File: src/sv/tcw_pkg.sv
// Shared constants, command codes and result type of the text console writer.
`timescale 1ns / 1ps
`default_nettype none
package tcw_pkg;

	localparam int CURSOR_W  = 15;
	localparam int CHAR_W    = 8;
	localparam int COLOR_W   = 8;
	localparam int CMD_W     = 3;
	localparam int INDEX_W   = 11;
	localparam int CELL_W    = CHAR_W + COLOR_W;

	localparam int COLUMNS_DEF   = 80;
	localparam int ROWS_DEF      = 25;
	localparam int TAB_WIDTH_DEF = 4;

	localparam logic [CMD_W-1:0] CMD_PUT   = 3'd0;
	localparam logic [CMD_W-1:0] CMD_LEFT  = 3'd1;
	localparam logic [CMD_W-1:0] CMD_RIGHT = 3'd2;
	localparam logic [CMD_W-1:0] CMD_CLEAR = 3'd3;
	localparam logic [CMD_W-1:0] CMD_READ  = 3'd4;

	localparam logic [CHAR_W-1:0] CH_NUL   = 8'd0;
	localparam logic [CHAR_W-1:0] CH_TAB   = 8'd9;
	localparam logic [CHAR_W-1:0] CH_LF    = 8'd10;
	localparam logic [CHAR_W-1:0] CH_CR    = 8'd13;
	localparam logic [CHAR_W-1:0] CH_SPACE = 8'd32;

	typedef struct packed {
		logic [CURSOR_W-1:0] cursor_cell;
		logic [CHAR_W-1:0]   read_char;
		logic [COLOR_W-1:0]  read_color;
		logic                scrolled;
	} res_t;

endpackage
`default_nettype wire

File: src/sv/tcw_cmd_if.sv
// Command channel of the text console writer.
`timescale 1ns / 1ps
`default_nettype none
interface tcw_cmd_if;
	logic                          valid;
	logic                          ready;
	logic [tcw_pkg::CMD_W-1:0]     cmd;
	logic [tcw_pkg::CHAR_W-1:0]    char_code;
	logic [tcw_pkg::COLOR_W-1:0]   color;
	logic [tcw_pkg::CURSOR_W-1:0]  move_count;
	logic [tcw_pkg::INDEX_W-1:0]   read_index;

	modport source (output valid, cmd, char_code, color, move_count, read_index, input ready);
	modport sink (input valid, cmd, char_code, color, move_count, read_index, output ready);
endinterface
`default_nettype wire

File: src/sv/tcw_ctrl.sv
// Command sequencer: cursor, buffer sweeps, row-start arithmetic and cell access.
`timescale 1ns / 1ps
`default_nettype none
module tcw_ctrl #(
	parameter int COLUMNS   = tcw_pkg::COLUMNS_DEF,
	parameter int ROWS      = tcw_pkg::ROWS_DEF,
	parameter int TAB_WIDTH = tcw_pkg::TAB_WIDTH_DEF,
	localparam int CELLS = COLUMNS * ROWS,
	localparam int AW    = $clog2(CELLS)
) (
	input  wire logic                        clk,
	input  wire logic                        arst_n,
	tcw_cmd_if.sink                          command,
	output tcw_pkg::res_t                    res,
	output logic                             res_valid,
	input  wire logic                        res_ready,
	output logic                             ram_we,
	output logic [AW-1:0]                    ram_waddr,
	output logic [tcw_pkg::CELL_W-1:0]       ram_wdata,
	output logic                             ram_re,
	output logic [AW-1:0]                    ram_raddr,
	input  wire logic [tcw_pkg::CELL_W-1:0]  ram_rdata
);

	localparam int CW      = tcw_pkg::CURSOR_W;
	localparam int KEEP    = CELLS - COLUMNS;
	localparam int K       = CW + $clog2(COLUMNS);
	localparam int RECIP_W = 17;
	localparam int PW      = CW + RECIP_W;
	localparam int RECIP   = ((1 << K) + COLUMNS - 1) / COLUMNS;
	localparam int TCW     = $clog2(TAB_WIDTH + 1);

	localparam logic [3:0] S_INIT  = 4'd0;
	localparam logic [3:0] S_IDLE  = 4'd1;
	localparam logic [3:0] S_CHK   = 4'd2;
	localparam logic [3:0] S_SCR   = 4'd3;
	localparam logic [3:0] S_SDRN  = 4'd4;
	localparam logic [3:0] S_PRINT = 4'd5;
	localparam logic [3:0] S_DIV1  = 4'd6;
	localparam logic [3:0] S_DIV2  = 4'd7;
	localparam logic [3:0] S_READ  = 4'd8;
	localparam logic [3:0] S_CLR   = 4'd9;
	localparam logic [3:0] S_DONE  = 4'd10;

	logic [3:0]                     state_q;
	logic [CW-1:0]                  cur_q;
	logic [AW-1:0]                  ptr_q;
	logic [tcw_pkg::CHAR_W-1:0]     ch_q;
	logic [tcw_pkg::COLOR_W-1:0]    col_q;
	logic [TCW-1:0]                 tab_q;
	logic [PW-1:0]                  prod_q;
	logic [tcw_pkg::CHAR_W-1:0]     rch_q;
	logic [tcw_pkg::COLOR_W-1:0]    rcol_q;
	logic                           scr_q;
	logic                           swv_s1;
	logic [AW-1:0]                  swa_s1;
	logic                           swz_s1;

	logic                           accept;
	logic                           cur_big;
	logic                           idx_ok;
	logic                           ptr_last;
	logic                           ptr_copy;
	logic                           is_tab;
	logic [15:0]                    idx16;
	logic [CW-1:0]                  rowst;

	assign command.ready = (state_q == S_IDLE);
	assign accept        = command.valid && command.ready;
	assign cur_big       = {1'b0, cur_q} >= 16'(CELLS);
	assign idx16         = {5'b0, command.read_index};
	assign idx_ok        = idx16 < 16'(CELLS);
	assign ptr_last      = ptr_q == AW'(CELLS - 1);
	assign ptr_copy      = ptr_q < AW'(KEEP);
	assign is_tab        = ch_q == tcw_pkg::CH_TAB;
	assign rowst         = CW'(prod_q[PW-1:K] * CW'(COLUMNS));

	always_comb begin
		ram_we    = 1'b0;
		ram_waddr = ptr_q;
		ram_wdata = '0;
		ram_re    = 1'b0;
		ram_raddr = ptr_q + AW'(COLUMNS);
		if (swv_s1) begin
			ram_we    = 1'b1;
			ram_waddr = swa_s1;
			ram_wdata = swz_s1 ? '0 : ram_rdata;
		end
		case (state_q)
			S_INIT, S_CLR: begin
				ram_we = 1'b1;
			end
			S_SCR: begin
				ram_re = ptr_copy;
			end
			S_PRINT: begin
				ram_we    = 1'b1;
				ram_waddr = cur_q[AW-1:0];
				ram_wdata = {col_q, is_tab ? tcw_pkg::CH_SPACE : ch_q};
			end
			S_IDLE: begin
				ram_re    = accept && command.cmd == tcw_pkg::CMD_READ && idx_ok;
				ram_raddr = idx16[AW-1:0];
			end
			default: begin
			end
		endcase
	end

	always_ff @(posedge clk or negedge arst_n) begin
		if (!arst_n) begin
			state_q <= S_INIT;
			cur_q   <= '0;
			ptr_q   <= '0;
			swv_s1  <= 1'b0;
		end else begin
			swv_s1 <= (state_q == S_SCR);
			case (state_q)
				S_INIT: begin
					ptr_q <= ptr_q + 1'b1;
					if (ptr_last) begin
						state_q <= S_IDLE;
					end
				end
				S_IDLE: begin
					if (accept) begin
						case (command.cmd)
							tcw_pkg::CMD_PUT: begin
								state_q <= S_CHK;
							end
							tcw_pkg::CMD_LEFT: begin
								cur_q   <= cur_q - command.move_count;
								state_q <= S_DONE;
							end
							tcw_pkg::CMD_RIGHT: begin
								cur_q   <= cur_q + command.move_count;
								state_q <= S_DONE;
							end
							tcw_pkg::CMD_CLEAR: begin
								cur_q   <= '0;
								ptr_q   <= '0;
								state_q <= S_CLR;
							end
							tcw_pkg::CMD_READ: begin
								state_q <= idx_ok ? S_READ : S_DONE;
							end
							default: begin
								state_q <= S_DONE;
							end
						endcase
					end
				end
				S_CHK: begin
					if (cur_big) begin
						ptr_q   <= '0;
						state_q <= S_SCR;
					end else if (ch_q == tcw_pkg::CH_NUL) begin
						state_q <= S_DONE;
					end else if (ch_q == tcw_pkg::CH_LF) begin
						cur_q   <= cur_q + CW'(COLUMNS);
						state_q <= S_DIV1;
					end else if (ch_q == tcw_pkg::CH_CR) begin
						state_q <= S_DIV1;
					end else begin
						state_q <= S_PRINT;
					end
				end
				S_SCR: begin
					ptr_q <= ptr_q + 1'b1;
					if (ptr_last) begin
						state_q <= S_SDRN;
					end
				end
				S_SDRN: begin
					cur_q   <= CW'(KEEP);
					state_q <= S_CHK;
				end
				S_PRINT: begin
					cur_q   <= cur_q + 1'b1;
					state_q <= (is_tab && tab_q != '0) ? S_CHK : S_DONE;
				end
				S_DIV1: begin
					state_q <= S_DIV2;
				end
				S_DIV2: begin
					cur_q   <= rowst;
					state_q <= S_DONE;
				end
				S_READ: begin
					state_q <= S_DONE;
				end
				S_CLR: begin
					ptr_q <= ptr_q + 1'b1;
					if (ptr_last) begin
						state_q <= S_DONE;
					end
				end
				S_DONE: begin
					if (res_ready) begin
						state_q <= S_IDLE;
					end
				end
				default: begin
					state_q <= S_IDLE;
				end
			endcase
		end
	end

	always_ff @(posedge clk) begin
		swa_s1 <= ptr_q;
		swz_s1 <= !ptr_copy;
		if (accept) begin
			ch_q   <= command.char_code;
			col_q  <= command.color;
			tab_q  <= TCW'(TAB_WIDTH - 1);
			scr_q  <= 1'b0;
			rch_q  <= '0;
			rcol_q <= '0;
		end
		if (state_q == S_CHK && cur_big) begin
			scr_q <= 1'b1;
		end
		if (state_q == S_PRINT && is_tab && tab_q != '0) begin
			tab_q <= tab_q - 1'b1;
		end
		if (state_q == S_DIV1) begin
			prod_q <= PW'(cur_q) * PW'(RECIP);
		end
		if (state_q == S_READ) begin
			rch_q  <= ram_rdata[tcw_pkg::CHAR_W-1:0];
			rcol_q <= ram_rdata[tcw_pkg::CELL_W-1:tcw_pkg::CHAR_W];
		end
	end

	assign res_valid       = (state_q == S_DONE);
	assign res.cursor_cell = cur_q;
	assign res.read_char   = rch_q;
	assign res.read_color  = rcol_q;
	assign res.scrolled    = scr_q;

	a_accept_leaves_idle: assert property (@(posedge clk) disable iff (!arst_n)
		accept |=> state_q != S_IDLE)
		else $error("command beat accepted but sequencer stayed idle");

	a_print_on_screen: assert property (@(posedge clk) disable iff (!arst_n)
		state_q == S_PRINT |-> !cur_big)
		else $error("cell write with cursor past screen end");

	a_no_rw_collision: assert property (@(posedge clk) disable iff (!arst_n)
		ram_we && ram_re |-> ram_waddr != ram_raddr)
		else $error("buffer read and write hit the same cell");

endmodule
`default_nettype wire

File: src/flat_wrapper.sv
// flat-port wrapper written by rule: the top's interface ports become plain ports
module tcw_ctrl_flat 
#(
	parameter int COLUMNS   = tcw_pkg::COLUMNS_DEF,
	parameter int ROWS      = tcw_pkg::ROWS_DEF,
	parameter int TAB_WIDTH = tcw_pkg::TAB_WIDTH_DEF,
	localparam int CELLS = COLUMNS * ROWS,
	localparam int AW    = $clog2(CELLS)
)
  (clk, arst_n, res, res_valid, res_ready, ram_we, ram_waddr, ram_wdata, ram_re, ram_raddr, ram_rdata, command_valid, command_cmd, command_char_code, command_color, command_move_count, command_read_index, command_ready);
  tcw_cmd_if command_i ();
  input  wire logic clk;
  input  wire logic arst_n;
  output tcw_pkg::res_t res;
  output logic res_valid;
  input  wire logic res_ready;
  output logic ram_we;
  output logic [AW-1:0] ram_waddr;
  output logic [tcw_pkg::CELL_W-1:0] ram_wdata;
  output logic ram_re;
  output logic [AW-1:0] ram_raddr;
  input  wire logic [tcw_pkg::CELL_W-1:0] ram_rdata;
  input wire logic [$bits(command_i.valid)-1:0] command_valid;
  input wire logic [$bits(command_i.cmd)-1:0] command_cmd;
  input wire logic [$bits(command_i.char_code)-1:0] command_char_code;
  input wire logic [$bits(command_i.color)-1:0] command_color;
  input wire logic [$bits(command_i.move_count)-1:0] command_move_count;
  input wire logic [$bits(command_i.read_index)-1:0] command_read_index;
  output wire logic [$bits(command_i.ready)-1:0] command_ready;
  assign command_i.valid = command_valid;
  assign command_i.cmd = command_cmd;
  assign command_i.char_code = command_char_code;
  assign command_i.color = command_color;
  assign command_i.move_count = command_move_count;
  assign command_i.read_index = command_read_index;
  assign command_ready = command_i.ready;
  tcw_ctrl #(.COLUMNS(COLUMNS), .ROWS(ROWS), .TAB_WIDTH(TAB_WIDTH)) u_core (.clk(clk), .arst_n(arst_n), .command(command_i), .res(res), .res_valid(res_valid), .res_ready(res_ready), .ram_we(ram_we), .ram_waddr(ram_waddr), .ram_wdata(ram_wdata), .ram_re(ram_re), .ram_raddr(ram_raddr), .ram_rdata(ram_rdata));
endmodule
File: config.mk
export PLATFORM = sky130hd
export DESIGN_NAME = tcw_ctrl_flat
export DESIGN_NICKNAME = d
export VERILOG_FILES = /design/src/sv/tcw_pkg.sv /design/src/sv/tcw_cmd_if.sv /design/src/sv/tcw_ctrl.sv /design/src/flat_wrapper.sv
export SDC_FILE = /design/constraint.sdc
export NUM_CORES = 1
export LEC_CHECK = 0
export BUFFER_PORTS_ARGS = -buffer_cell sky130_fd_sc_hd__buf_2
export CORE_MARGIN = 2
export CORE_UTILIZATION = 30
export DETAILED_ROUTE_END_ITERATION = 10
export PLACE_DENSITY = 0.57
export SLEW_MARGIN = 20
export SYNTH_ARGS = -nofsm -noshare
export SYNTH_HDL_FRONTEND = slang
export SYNTH_SLANG_ARGS = --single-unit
File: constraint.sdc
create_clock -name clk -period 11.6 [get_ports clk]
set_input_delay 2.32 -clock clk [delete_from_list [all_inputs] [get_ports clk]]
set_output_delay 2.32 -clock clk [all_outputs]
set_load 0.02 [all_outputs]
======== After elaboration in Yosys (flattened, before gate mapping) ========
Index checks and enable logic that the tools add are counted.
word-level totals
  bits in registers ....................... 110
  output and inout bits ................... 74
  word-level logic and storage cells ...... 114
operators by class
  add/sub/neg operators ................... 7
  multipliers ............................. 2
  $lt $le $gt $ge ......................... 3
  equality and inequality tests ........... 29
  muxes and demuxes ....................... 38
  reduce and logical (&&, ||, !) cells .... 22
operator list
  operator                number
  $pmux 15 s5             1
  $mux 11                 6
  $mux 15                 4
  $mux 16                 3
  $pmux 15 s3             1
  $pmux 4 s10             1
  $mux 4                  9
  $pmux 11 s3             1
  $mux 8                  4
  $mul 15x16->31 const B  1
  $eq 8x4->1 const B      3
  $lt 11x11->1 const B    2
  $eq 4x3->1 const B      4
  $add 15x1->15 const B   1
  $add 15x15->15          1
  $add 15x7->15 const B   1
  $ge 15x11->1 const B    1
  $sub 15x15->15          1
  $eq 4x4->1 const B      3
  $ne 2x1->1 const B      6
  $pmux 4 s3              1
  $add 11x1->11 const B   1
  $add 11x7->11 const B   1
  $eq 11x11->1 const B    1
  26 further kinds        43

======== Logic depth before layout (Yosys ltp) ========
  depth in word-level cells ............... 6
  mapped depth ............................ 21
  mapped depth without buffers ............ 21

======== Least setup slack after synthesis ========
Ideal clock, no wire load.
  path kind ............................... register to register
  from .................................... reg u_core.cur_q[6]
  to ...................................... reg u_core.prod_q[30], data pin
  arrival ................................. 5.207 ns
  required time ........................... 11.339 ns
  path slack .............................. 6.131 ns
  cell stages (with the launch flop) ...... 20
  buffers on the path ..................... 1
  clock period less this slack ............ 5.469 ns
  cells stage by stage .................... dfrtp_1 -> clkbuf_1 -> inv_1 -> ha_1 -> xor2_1 -> fa_1 -> fa_1 -> inv_1 -> fa_1 -> inv_1 -> fa_1 -> inv_1 -> ha_1 -> a21oi_1 -> o21ai_0 -> a211o_1 -> a31oi_1 -> o21ai_0 -> a41oi_1 -> xnor2_1
on the way
  cells in the longest elaborated chain, start to end .. 1
RTL lines
  element                   RTL line         source
  start: declaration        tcw_ctrl.sv:46   logic [CW-1:0] cur_q;
  start signal: assignment  tcw_ctrl.sv:132  cur_q <= cur_q - command.move_count;
  start signal: assignment  tcw_ctrl.sv:136  cur_q <= cur_q + command.move_count;
  start signal: assignment  tcw_ctrl.sv:160  cur_q <= cur_q + CW'(COLUMNS);
  $mul 15x16->31            tcw_ctrl.sv:228  prod_q <= PW'(cur_q) * PW'(RECIP);
  end signal: assignment    tcw_ctrl.sv:228
  end: declaration          tcw_ctrl.sv:51   logic [PW-1:0] prod_q;
Every way passes these cells.
A chain may end at the register's enable or synchronous reset.

======== Worst setup path after layout ========
Ends and elaborated chain as after synthesis.

==> flow_summary.ini <==
[synthesis]
synth_seq_area_share = 0.239
ys_types = 68
synth_enable_flop_cells = 44
synthesis.nets = 1365
syn_area_sq_um = 9850
syn_inst = 1085
ys_seq_elements = 88
async_flop_share = 0.352
synth_ff_type = edfxtp_1
avgSynthCellArea_sq_um = 9.08
yosys_warnings = 0

[worst_hold_path]
min_path_type = reg -> reg
hold_path.startpoint = u_core.ptr_q[1]

[floorplan]
die_w_um = 185
initial_core_util = 0.304
pin_count = 139
die_h_um = 185
rows = 66
core_area_sq_um = 32500
die_area_sq_um = 34300

[setup_path]
crit_chain = inv_1, ha_1, xor2_1, fa_1, fa_1, inv_1, fa_1, inv_1, fa_1, inv_1, ha_1, a21oi_1, o21ai_0, a211o_1, a31oi_1, o21ai_0, a41oi_1, xnor2_1
path_class = reg -> reg
start_kind = flip-flop
r2r_start = u_core.cur_q[6]
worst_ep_arrival_time_ps = 6120
cp_max_fo = 17
crit_required_ps = 11720
cp-end-kind = flip-flop
cp-startpoint = u_core.cur_q[6]
critPathMaxStageDelay_ps = 730
cp_slowest_cell = dfrtp_1

[clock_tree]
cts-root-buf = clkbuf_16
htreeDepth = 3
cts_hold_buf = 0
numCtsBuffers = 9
clkLatencyLatePin_ps = 370
cts_setup_buffers = 0
cts.sinks = 88
clockBufferDepth = 2
clk_pin_slew_ps = 80
cts_tree = done
postCtsResizedCells = 0

[placement]
pre_cts_slack_ps = 5700
dp_hpwl_um = 23200
numPortBuffers = 138
place_congestion = 0.888
dp_cells = 1637

[routing]
antenna_left = 0
routed_wl_um = 28600
drtIter0Drc = 736
drc = 0
drt-pass1-iter-count = 6
viasPerCell = 5.06
wl_per_cell_um = 17.3
dr_total_vias = 8374

[sta]
final_hold_viol_count = 0
min_period_over_period = 0.517
max_freq_ghz = 0.167
worst_slack_ps = 5600
period_needed_ps = 6000
maxSlewHeadroom = 0.247
rsz0062_at_grt = false
fin_skew_ps = 11.3
slew_violations = 0
tightest_slew_ps = 1120
final.setup.tns_ps = 0
setup_viol_count_final = 0

[final_layout]
final_layout_size_suffix_gt1_frac = 0.149
final_nets = 1486
final_cells = 1655
synthToLayoutAreaGrowth_pct = 14.9
multiInputGateArea_sq_um = 6940
seqCellArea_sq_um = 2360
fillCellCount = 3352
final_util = 0.349

[pwr]
ir_drop_uv = 56.7
p_leak_nw = 5.31
power.total_w = 0.000695
powerDensity_nw_per_um2 = 61.4

[status]
status = completed

[global_routing]
grt_usage = 0.166
grt.overflow.total = 0
grt_max_degree = 49
antenna_found_initial = 2
grt_pass1_vias = 8031
grt_pass1_wl_um = 44000

[flow_run]
max_cap_violations = 0
## cell usage after synthesis (13+ instances only)
library cell,number,area share
ha_1,158,0.20
inv_1,119,0.045
nand2_1,87,0.033
o21ai_0,78,0.040
nor2_1,67,0.026
a21oi_1,59,0.030
fa_1,57,0.12
edfxtp_1,44,0.13
xnor2_1,33,0.029
dfrtp_1,31,0.079
nand3_1,28,0.014
clkbuf_1,26,0.0099
a21o_1,24,0.018
xor2_1,23,0.020
and2_1,19,0.012
mux2i_1,15,0.015
nor3_1,15,0.0076
and3_1,14,0.0089
dfxtp_1,13,0.026
## critical path: cells and delay by family, from the launching register on
kind,cells,cell delay [ps]
adders and majority gates,6,2860
buffers and inverters,4,380
DFF,1,730
AOI/OAI and AO/OA,6,1360
xor gates and xnor gates,2,420
## worst paths after layout
check | end | slack [ps] | cells after the start
max | u_core.prod_q[30] | 5600 | 18
min | u_core.swa_s1[1] | 490 | 0
max reg2reg | u_core.prod_q[30] | 5600 | 18
min reg2reg | u_core.swa_s1[1] | 490 | 0
max in group asynchronous | u_core.state_q[2] | 9020 | 1
min in group asynchronous | u_core.ptr_q[3] | 2050 | 1
## logic make-up (layout without fill, tap and decap cells)
| family | after synthesis | in the layout | share of synthesized area |
|---|---|---|---|
| multiplexers | 22 | 22 | 0.0232 |
| AND/OR/NAND/NOR | 290 | 290 | 0.145 |
| adder cells (fa/ha/maj) | 215 | 215 | 0.316 |
| AO/OA/AOI/OAI | 262 | 262 | 0.168 |
| flip-flops | 88 | 88 | 0.239 |
| other | 0 | 2 | 0 |
| XOR/XNOR | 56 | 56 | 0.0498 |
| buffers and inverters | 152 | 278 | 0.0583 |
## metal layers
metal | vias to the layer above | track usage | routed length (um)
met1 | 4049 | 0.222 | 12800
li1 | 4087 | - | -
met3 | 25 | 0.0246 | 1490
met2 | 213 | 0.281 | 14000
met5 | - | 0 | 0
met4 | 0 | 0.0375 | 335
## registers in the layout, indices dropped and copies added (netlist names)
name	cells
u_core.state_q	4
u_core.tab_q	3
u_core.prod_q	9
u_core.swz_s1	1
u_core.ch_q	8
u_core.scr_q	1
u_core.swa_s1	11
u_core.cur_q	15
u_core.ptr_q	11
u_core.rcol_q	8
u_core.rch_q	8
u_core.col_q	8
u_core.swv_s1	1
## through the flow
stage	instance area [sq um]	hold slack (ps)
finish	11300	486
global route	11300	503
CTS	11300	472
detailed placement	11000	457
global placement	11000	465
floorplan	9850	345
## cell usage in the layout (no fill, tap or decap), types with 10 or more instances in the layout
cell type,instances
a21o_1,24
and3_1,14
fa_1,57
mux2i_1,15
and2_1,19
nor2_1,66
dfxtp_1,13
xnor2_1,33
xor2_1,23
nor3_1,14
a21oi_1,59
buf_2,138
inv_1,119
nand3_1,28
edfxtp_1,44
o21ai_0,78
ha_1,158
a31oi_1,12
dfrtp_1,31
o21a_1,10
a211oi_1,11
nand2_1,87
## area by class of cell
cell class / instances / share of cell area
Antenna cell: 2 / 0.000442
Clock buffer: 9 / 0.0199
Clock inverter: 7 / 0.00663
Inverter: 119 / 0.0394
Multi-Input combinational cell: 845 / 0.612
Sequential cell: 88 / 0.208
Tap cell: 442 / 0.0488
Timing Repair Buffer: 143 / 0.0643
## power by group
group	leakage (nW)	total, W	internal (W)	switching [W]
Sequential	0.854	0.000325	0.000325	0
Clock	0.144	0.000302	0.000153	0.000150
Combinational	4.31	0.0000672	0.0000309	0.0000363
No activity file was read; power rests on OpenSTA's default activity.
